--- src/wmcd_pkg.sv ---
`default_nettype none
package wmcd_pkg;

  // sizes
  localparam int SAMPLE_W   = 16;
  localparam int MAX_WINDOW = 4096;
  localparam int CNT_W      = $clog2(MAX_WINDOW + 1);
  localparam int SUM_W      = SAMPLE_W + $clog2(MAX_WINDOW);
  localparam int REM_W      = CNT_W + 1;
  localparam int STEP_W     = $clog2(SUM_W);
  localparam int WL_W       = 13;
  localparam int THR_W      = 16;
  localparam int OUT_W      = 16;
  localparam int CFG_ADDR_W = 2;
  localparam int CFG_DATA_W = 16;

  // register indexes
  localparam logic [CFG_ADDR_W-1:0] REG_WINDOW_LENGTH    = 2'd0;
  localparam logic [CFG_ADDR_W-1:0] REG_CHANGE_THRESHOLD = 2'd1;

  // register reset values
  localparam logic [WL_W-1:0]  WL_RESET  = 13'd16;
  localparam logic [THR_W-1:0] THR_RESET = 16'd100;

  // controller state
  typedef enum logic [2:0] {
    S_ACC  = 3'b001,
    S_DIV  = 3'b010,
    S_WAIT = 3'b100
  } state_t;

  // controller to datapath
  typedef struct packed {
    logic accept;
    logic div_step;
    logic publish;
  } cmd_t;

  // datapath to controller
  typedef struct packed {
    logic win_close;
    logic div_done;
    logic out_free;
  } status_t;

  // window length with zero and overlarge values folded in
  function automatic logic [CNT_W-1:0] eff_len(input logic [WL_W-1:0] wl);
    logic [CNT_W-1:0] r;
    if (wl == '0) begin
      r = CNT_W'(1);
    end else if (32'(wl) > MAX_WINDOW) begin
      r = CNT_W'(MAX_WINDOW);
    end else begin
      r = CNT_W'(wl);
    end
    return r;
  endfunction

endpackage
`default_nettype wire

--- src/wmcd_ctrl.sv ---
`default_nettype none
module wmcd_ctrl
  import wmcd_pkg::*;
(
  input  wire     clk,
  input  wire     rst_n,
  input  wire     in_tvalid,
  output logic    in_tready,
  input  status_t status,
  output cmd_t    cmd
);

  state_t state_r, state_nxt;

  // command decode
  always_comb begin
    in_tready    = (state_r == S_ACC);
    cmd.accept   = in_tvalid && (state_r == S_ACC);
    cmd.div_step = (state_r == S_DIV);
    cmd.publish  = (state_r == S_WAIT) && status.out_free;
  end

  // next state
  always_comb begin
    state_nxt = state_r;
    case (state_r)
      S_ACC: begin
        if (cmd.accept && status.win_close) state_nxt = S_DIV;
      end
      S_DIV: begin
        if (status.div_done) state_nxt = S_WAIT;
      end
      S_WAIT: begin
        if (status.out_free) state_nxt = S_ACC;
      end
      default: state_nxt = S_ACC;
    endcase
  end

  always_ff @(posedge clk) begin
    if (!rst_n) begin
      state_r <= S_ACC;
    end else begin
      state_r <= state_nxt;
    end
  end

endmodule
`default_nettype wire

--- src/wmcd_datapath.sv ---
`default_nettype none
module wmcd_datapath
  import wmcd_pkg::*;
(
  input  wire                    clk,
  input  wire                    rst_n,
  input  wire                    cfg_wr_en,
  input  wire [CFG_ADDR_W-1:0]   cfg_addr,
  input  wire [CFG_DATA_W-1:0]   cfg_wdata,
  input  wire [SAMPLE_W-1:0]     sample,
  input  wire                    end_of_series,
  input  wire                    out_tready,
  output logic                   out_tvalid,
  output logic [3*OUT_W-1:0]     out_tdata,
  output logic [1:0]             out_tuser,
  input  cmd_t                   cmd,
  output status_t                status
);

  // configuration
  logic [WL_W-1:0]  wl_r;
  logic [THR_W-1:0] thr_r;

  // series state
  logic [SUM_W-1:0] sum_r;
  logic [CNT_W-2:0] cnt_r;
  logic [OUT_W-1:0] prev_r;
  logic             have_r;
  logic [OUT_W-1:0] win_r;

  // divider
  logic [SUM_W-1:0]  quo_r;
  logic [CNT_W-1:0]  rem_r;
  logic [CNT_W-1:0]  dvsr_r;
  logic [STEP_W-1:0] step_r;
  logic              eos_r;

  // result word
  logic             out_valid_r;
  logic [OUT_W-1:0] o_num_r, o_mean_r, o_diff_r;
  logic             o_cmp_r, o_noise_r;

  logic [SUM_W-1:0] sum_new;
  logic [CNT_W-1:0] cnt_new;
  logic [REM_W-1:0] rem_sh;
  logic             rem_ge;
  logic [OUT_W-1:0] mean;
  logic [OUT_W-1:0] diff;
  logic             noise;

  // accumulate and window close test
  always_comb begin
    sum_new = sum_r + SUM_W'(sample);
    cnt_new = {1'b0, cnt_r} + CNT_W'(1);
    status.win_close = (cnt_new >= eff_len(wl_r));
    status.div_done  = (step_r == STEP_W'(SUM_W - 1));
    status.out_free  = !out_valid_r || out_tready;
  end

  // one restoring division step
  always_comb begin
    rem_sh = {rem_r, quo_r[SUM_W-1]};
    rem_ge = (rem_sh >= {1'b0, dvsr_r});
  end

  // mean, difference and noise flag from the finished quotient
  always_comb begin
    mean  = (|quo_r[SUM_W-1:OUT_W]) ? {OUT_W{1'b1}} : quo_r[OUT_W-1:0];
    diff  = '0;
    noise = 1'b0;
    if (have_r) begin
      diff  = (mean >= prev_r) ? (mean - prev_r) : (prev_r - mean);
      noise = (diff > thr_r);
    end
  end

  // configuration registers
  always_ff @(posedge clk) begin
    if (!rst_n) begin
      wl_r  <= WL_RESET;
      thr_r <= THR_RESET;
    end else if (cfg_wr_en) begin
      case (cfg_addr)
        REG_WINDOW_LENGTH:    wl_r  <= cfg_wdata[WL_W-1:0];
        REG_CHANGE_THRESHOLD: thr_r <= cfg_wdata[THR_W-1:0];
        default: ;
      endcase
    end
  end

  // series state
  always_ff @(posedge clk) begin
    if (!rst_n) begin
      sum_r  <= '0;
      cnt_r  <= '0;
      prev_r <= '0;
      have_r <= 1'b0;
      win_r  <= '0;
    end else begin
      if (cmd.accept) begin
        if (status.win_close) begin
          sum_r <= '0;
          cnt_r <= '0;
        end else if (end_of_series) begin
          sum_r  <= '0;
          cnt_r  <= '0;
          prev_r <= '0;
          have_r <= 1'b0;
          win_r  <= '0;
        end else begin
          sum_r <= sum_new;
          cnt_r <= cnt_new[CNT_W-2:0];
        end
      end
      if (cmd.publish) begin
        if (eos_r) begin
          prev_r <= '0;
          have_r <= 1'b0;
          win_r  <= '0;
        end else begin
          prev_r <= mean;
          have_r <= 1'b1;
          win_r  <= win_r + OUT_W'(1);
        end
      end
    end
  end

  // divider registers
  always_ff @(posedge clk) begin
    if (cmd.accept && status.win_close) begin
      quo_r  <= sum_new;
      rem_r  <= '0;
      dvsr_r <= cnt_new;
      step_r <= '0;
      eos_r  <= end_of_series;
    end else if (cmd.div_step) begin
      quo_r  <= {quo_r[SUM_W-2:0], rem_ge};
      rem_r  <= rem_ge ? CNT_W'(rem_sh - {1'b0, dvsr_r}) : rem_sh[CNT_W-1:0];
      step_r <= step_r + STEP_W'(1);
    end
  end

  // output word valid
  always_ff @(posedge clk) begin
    if (!rst_n) begin
      out_valid_r <= 1'b0;
    end else if (cmd.publish) begin
      out_valid_r <= 1'b1;
    end else if (out_tready) begin
      out_valid_r <= 1'b0;
    end
  end

  // output word payload
  always_ff @(posedge clk) begin
    if (cmd.publish) begin
      o_num_r   <= win_r;
      o_mean_r  <= mean;
      o_diff_r  <= diff;
      o_cmp_r   <= have_r;
      o_noise_r <= noise;
    end
  end

  assign out_tvalid = out_valid_r;
  assign out_tdata  = {o_diff_r, o_mean_r, o_num_r};
  assign out_tuser  = {o_noise_r, o_cmp_r};

endmodule
`default_nettype wire

--- src/window_mean_change_detector_core.sv ---
// result: a sample that closes a window starts 28 divider steps, after which the
//   result word is registered once the output is free
// throughput: one sample per cycle inside a window; the closing sample holds
//   in_tready low through the division, longer while the previous result waits
// reset: synchronous active-low rst_n clears the series, the divider control and
//   the output valid; window_length returns to 16 and change_threshold to 100
`default_nettype none
module window_mean_change_detector_core
  import wmcd_pkg::*;
(
  input  wire                  clk,
  input  wire                  rst_n,
  // configuration
  input  wire                  cfg_wr_en,
  input  wire [CFG_ADDR_W-1:0] cfg_addr,
  input  wire [CFG_DATA_W-1:0] cfg_wdata,
  // sample stream
  input  wire                  in_tvalid,
  output logic                 in_tready,
  input  wire [SAMPLE_W-1:0]   in_tdata,   // sample
  input  wire                  in_tlast,   // end_of_series
  // result stream
  output logic                 out_tvalid,
  input  wire                  out_tready,
  output logic [3*OUT_W-1:0]   out_tdata,  // window_number, window_mean, mean_difference
  output logic [1:0]           out_tuser   // compared, noise_found
);

  cmd_t    cmd;
  status_t status;

  wmcd_ctrl u_ctrl (
    .clk       (clk),
    .rst_n     (rst_n),
    .in_tvalid (in_tvalid),
    .in_tready (in_tready),
    .status    (status),
    .cmd       (cmd)
  );

  wmcd_datapath u_dp (
    .clk           (clk),
    .rst_n         (rst_n),
    .cfg_wr_en     (cfg_wr_en),
    .cfg_addr      (cfg_addr),
    .cfg_wdata     (cfg_wdata),
    .sample        (in_tdata),
    .end_of_series (in_tlast),
    .out_tready    (out_tready),
    .out_tvalid    (out_tvalid),
    .out_tdata     (out_tdata),
    .out_tuser     (out_tuser),
    .cmd           (cmd),
    .status        (status)
  );

endmodule
`default_nettype wire

--- config.mk ---
export PLATFORM = sky130hd
export DESIGN_NAME = window_mean_change_detector_core
export DESIGN_NICKNAME = d
export VERILOG_FILES = /design/src/wmcd_pkg.sv /design/src/wmcd_ctrl.sv /design/src/wmcd_datapath.sv /design/src/window_mean_change_detector_core.sv
export SDC_FILE = /design/constraint.sdc
export NUM_CORES = 1
export LEC_CHECK = 0
export BUFFER_PORTS_ARGS = -buffer_cell sky130_fd_sc_hd__buf_2
export CAP_MARGIN = 0
export CORE_MARGIN = 2
export CORE_UTILIZATION = 55
export DETAILED_ROUTE_END_ITERATION = 8
export GPL_ROUTABILITY_DRIVEN = 1
export PLACE_DENSITY = 0.77
export RECOVER_POWER = 100
export SYNTH_ARGS = -nofsm -noshare
export SYNTH_HDL_FRONTEND = slang
export SYNTH_SLANG_ARGS = --single-unit
--- constraint.sdc ---
create_clock -name clk -period 4.5 [get_ports clk]
set_clock_uncertainty 0.15 [all_clocks]
set_input_delay 1.125 -clock clk [delete_from_list [all_inputs] [get_ports clk]]
set_output_delay 1.125 -clock clk [all_outputs]
set_load 0.05 [all_outputs]
Word level (Yosys, flattened, before mapping)
Index checks and enable logic that the tools add are counted. Widths: inputs -> output; s select.

Register bits: 216. Output and inout bits: 52. Bits of input ports: 40. Word-level logic and storage cells: 85.

Mux-type cells: 29. Add/subtract/negate cells: 7. Equal/unequal tests: 9. Order comparisons: 5. Reduce and logical (&&, ||, !) cells: 16.

Operators with widths (number): $mux 16 (9); $mux 28 (4); $mux 13 (3); $sub 16x16->16 (2); $add 28x16->28 (1); $mux 12 (2); $add 16x1->16 const B (1); $ge 16x16->1 (1); $gt 16x16->1 (1); $ge 14x13->1 (1); $add 12x1->13 const B (1); $ge 13x13->1 (1); $gt 13x13->1 const B (1); $logic_not 13->1 (1); $sub 13x13->13 (1); $reduce_or 12->1 (1); $mux 3 (3); $pmux 3 s3 (1); $reduce_bool 2->1 (4); $mux 1 (7); $ne 2x1->1 const B (3); $reduce_and 3->1 (2); $add 5x1->5 const B (1); $eq 5x5->1 const B (1); other kinds (10) (13).

Longest topological paths before layout
Depth in word-level cells: 7. Gate-level depth with buffers: 24. Gate-level depth less buffers: 21.

Hierarchy
Synthesis repeated with hierarchy kept, for this count alone.

Cells, all modules: 1408. Area, all modules: 12709.7 µm².

By module, submodules not included: wmcd_datapath (area an instance 12524.5 µm², sequential area each 5185.0 µm², cells each 1387, instances 1); wmcd_ctrl (area an instance 185.2 µm², sequential area each 60.1 µm², cells each 21, instances 1).

Worst setup path before layout
Ideal clock, no wire load.

Path type: reg-to-reg. From: register u_dp.quo_r[24]. To: register u_dp.o_noise_r (data pin). Slack: -357 ps. Period minus slack after synthesis: 4857 ps. Library setup time: 273 ps. Cell stages (with the launch flop): 24. Arrival: 4434 ps. Cells stage by stage: edfxtp_1 -> nor4_1 -> nand3_1 -> clkbuf_1 -> or2_2 -> ha_1 -> buf_4 -> nand4_4 -> nor4_4 -> a2111oi_4 -> a21oi_4 -> buf_4 -> nor3_1 -> or2_1 -> o221ai_2 -> xor2_1 -> ha_1 -> nor2b_1 -> o21ai_0 -> nand2b_1 -> a21oi_1 -> nor2b_1 -> o41ai_1 -> o211ai_1.

Cells in the longest elaborated chain, start to end: 5.

Ends and longest elaborated chain: start: declaration (line wmcd_datapath.sv:32) `logic [SUM_W-1:0] quo_r;`; start signal: assignment (line wmcd_datapath.sv:132) `quo_r <= sum_new;`; start signal: assignment (line wmcd_datapath.sv:138) `quo_r <= {quo_r[SUM_W-2:0], rem_ge};`; $reduce_or 12->1 * (line wmcd_datapath.sv:68) `mean = (|quo_r[SUM_W-1:OUT_W]) ? {OUT_W{1'b1}} : quo_r[OUT_W-1:0];`; $mux 16 * (line wmcd_datapath.sv:68); net u_dp.mean[9] (line wmcd_datapath.sv:47) `logic [OUT_W-1:0] mean;`; $sub 16x16->16 or $ge 16x16->1 (tied branches) (line wmcd_datapath.sv:72) `diff = (mean >= prev_r) ? (mean - prev_r) : (prev_r - mean);`; $mux 16 * (line wmcd_datapath.sv:72); $gt 16x16->1 * (line wmcd_datapath.sv:73) `noise = (diff > thr_r);`; end signal: assignment (line wmcd_datapath.sv:162) `o_noise_r <= noise;`; end: declaration (line wmcd_datapath.sv:41) `logic o_cmp_r, o_noise_r;`.

Mark *: on every way through the listed nets, which the timed path passes. The rest lies on a longest branch. A chain may end at the register's enable or synchronous reset.

Worst setup path in the final report
From: register u_dp.quo_r[19]. To: register u_dp.o_noise_r (data pin).

Same word-level chain as after synthesis.

==> out/qor.yml <==
vias_per_cell: 5.74
area_growth_pct: 21.7
crit_path_frequent_cell: "buf_6"
min_period_ns: 4.95
worst_pin_slew_ns: 1.15
cpPeakStageDelay_ns: 0.41
rr_startpoint: "u_dp.quo_r[19]$_DFFE_PP_"
firstDrtPassIters: 5
final_net_count: 1681
synth_edf_count: 92
cts_tree: "done"
initial_core_util_pct: 56.2
die_w_um: 154
cts_max_path_buffers: 3
gp_congestion: 0.914
vias: 10579
min_to: "u_dp.o_num_r[15]$_DFFE_PP_"
cts_root_buf: "clkbuf_16"
drc: 0
crit_family: "simple AND/OR/NAND/NOR gates"
max_slew_margin_pct: 23.1
hold_depth: 0
pin_count: 92
dp_hpwl_mm: 22.9
cts_max_level: 1
synth.area.top_cells: "edfxtp_1, dfxtp_1, ha_1, nand2_1, a21oi_1"
clk_latency_ns: 0.53
p_leak_nw: 6.21
worstPathCellList: "nor4_2 > nand3_1 > buf_6 > buf_8 > or2_4 > ha_4 > nand4_4 > nor4_4 > a2111oi_4 > a21oi_4 > buf_6 > buf_2 > buf_4 > nor4_1 > a211o_1 > xor2_2 > ha_1 > nand4_1 > nor3_2 > a21oi_2 > o41ai_2 > o211ai_1"
post_drt_wl_per_cell_um: 17.3
worstSetupPathType: "flop to flop"
numCtsBuffers: 24
synthesis.nets: 1501
cts_sinks: 216
synth.most_common_cell: "nand2_1"
crit_path_end_kind: "flop"
finalSetupViolations: 1
diodes: 0
reg2reg_setup_slack_ns: -0.45
antenna_found_initial: 0
power_per_cell_area_nw_per_um2: 343
synthCells: 1365
r2r_end: "u_dp.o_noise_r$_SDFFCE_PN0P_"
ys_seq_elements: 216
wl_mm: 31.8
timing.final.ws_setup_ns: -0.453
synth_area_leader_cell: "edfxtp_1"
yosysWarnings: 0
seq_area_um2: 5250
reg2reg_depth: 22
cp-start-kind: "flop"
hold_viol: 0
fp.coreArea_um2: 22000
critical_path.slowest_cell: "edfxtp_1"
hold_class: "flop to flop"
synth_flop_cell: "dfxtp_1"
hold_buffers: 0
drv_cap: 0
async_flop_share_pct: 0
grt_usage_pct: 26.3
slew_violations: 0
rows: 54
netlist_top_cells_count: "nand2_1, dfxtp_1, a21oi_1"
yosysTopAreaCellShare_pct: 22.4
grt_first_pass_wirelength_mm: 51.2
netlist_area_um2: 12300
grt_setup_unrepaired: "true"
drive_gt1_share_pct: 21.6
cts.reportedPaths.clkPinSlew_ns: 0.06
multi_input_area_um2: 6840
critical_path_arrival_ns: 5.06
ys_types: 81
die_area_um2: 23700
clock.fmax_mhz: 202
hold_slack_ns: 0.311
fp.dieH_um: 154
ir_drop_uv: 277
fin_total_pwr_mw: 5.15
grt_start_max_net_pins: 61
critical_path_buf_inv_count: 5
period_share_pct: 110
gr-total-overflow: 0
min_from: "u_dp.win_r[15]$_SDFFE_PN0P_"
io_buffer_count: 91
tns_ns: -0.453
cp_max_fo: 9
outcome: "finished, violations left"
grt_pass1_vias: 10291
synth.avg_cell_area_um2: 9.04
first_iter_violations: 883
antenna_left: 0
ys_seq_area_share_pct: 42.5
violations: "negative setup slack"
crit_required_ns: 4.61
fillerInstances: 1658
sequential cells by signal, summed over array words and instances (netlist names), 16 cells and up:
name,flops
u_dp.o_diff_r,16
u_dp.sum_r,28
u_dp.prev_r,16
u_dp.thr_r,16
u_dp.o_mean_r,16
u_dp.win_r,16
u_dp.quo_r,28
u_dp.o_num_r,16
power breakdown:
group          switching (mW)  total [mW]  internal, mW  leakage [nW]
Combinational           0.524       0.916         0.392          4.01
Sequential             0.0699        2.20          2.13          1.79
Clock                   0.802        2.04          1.24         0.410
Total                    1.40        5.15          3.76          6.21
routing by layer:
metal / up-vias / share of wire (%) / global-route usage [%]
met1: 4962 / 44 / 36.2
met3: 56 / 7.0 / 3.55
li1: 5188 / - / -
met5: - / 0 / 0
met2: 373 / 46 / 43.8
met4: 0 / 2.2 / 7.08
logic make-up (layout without fill, tap and decap cells):
kind of cell               count (synthesis)  in the layout  synth area share, %
AOI/OAI and AO/OA                        329            329                 17.1
buffers and inverters                    145            343                 4.80
muxes                                     29             29                 2.40
DFF                                      216            216                 42.5
and+or+nand+nor                          490            490                 18.9
adders and majority gates                 96             96                 9.97
xor gates and xnor gates                  60             60                 4.26
how the worst max path moves through the flow:
| stage | slack, ns | from | depth (start not counted) | to |
|---|---|---|---|---|
| floorplan | -0.27 | u_dp.quo_r[27]$_DFFE_PP_ | 23 | u_dp.o_noise_r$_SDFFCE_PN0P_ |
| CTS | -0.27 | u_dp.quo_r[18]$_DFFE_PP_ | 22 | u_dp.o_noise_r$_SDFFCE_PN0P_ |
| global route | -0.63 | u_dp.quo_r[19]$_DFFE_PP_ | 22 | u_dp.o_noise_r$_SDFFCE_PN0P_ |
| detailed placement | -0.51 | u_dp.quo_r[16]$_DFFE_PP_ | 23 | u_dp.o_noise_r$_SDFFCE_PN0P_ |
| finish | -0.45 | u_dp.quo_r[19]$_DFFE_PP_ | 22 | u_dp.o_noise_r$_SDFFCE_PN0P_ |
| global placement | -0.44 | u_dp.quo_r[27]$_DFFE_PP_ | 23 | u_dp.o_noise_r$_SDFFCE_PN0P_ |
area by class of cell:
cell class | count | area share [%]
Multi-Input combinational cell | 1004 | 45.5
Sequential cell | 216 | 34.9
Timing Repair Buffer | 217 | 9.72
Clock buffer | 32 | 4.54
Tap cell | 280 | 2.33
Inverter | 82 | 2.05
Clock inverter | 12 | 0.958
cell usage in the layout (no fill, tap or decap), drive strengths merged, types with 37 or more instances in the layout:
cell / n
a21oi: 105
inv: 82
o21ai: 78
ha: 92
nand2: 206
nor2: 85
buf: 215
nand3: 37
edfxtp: 92
dfxtp: 124
stage by stage:
stage	instance area (µm²)	setup slack, ns	util (%)	std cells
6_report	15000	-0.453	68.4	1843
5_1_grt	15000	-0.630	68.4	1843
4_1_cts	14900	-0.274	67.9	1835
3_5_place_dp	13900	-0.510	63.2	1781
3_3_place_gp	13900	-0.436	63.2	1781
2_1_floorplan	12500	-0.267	-	1365
timing repair:
| action | in CTS | in global routing |
|---|---|---|
| resized for setup | 24 | 17 |
| setup endpoints to repair | 1 | 16 |
| gates cloned | 1 | 0 |
| pin swaps | 20 | 24 |
| buffers inserted | 9 | 8 |
Power figures use the tool's default switching activity.
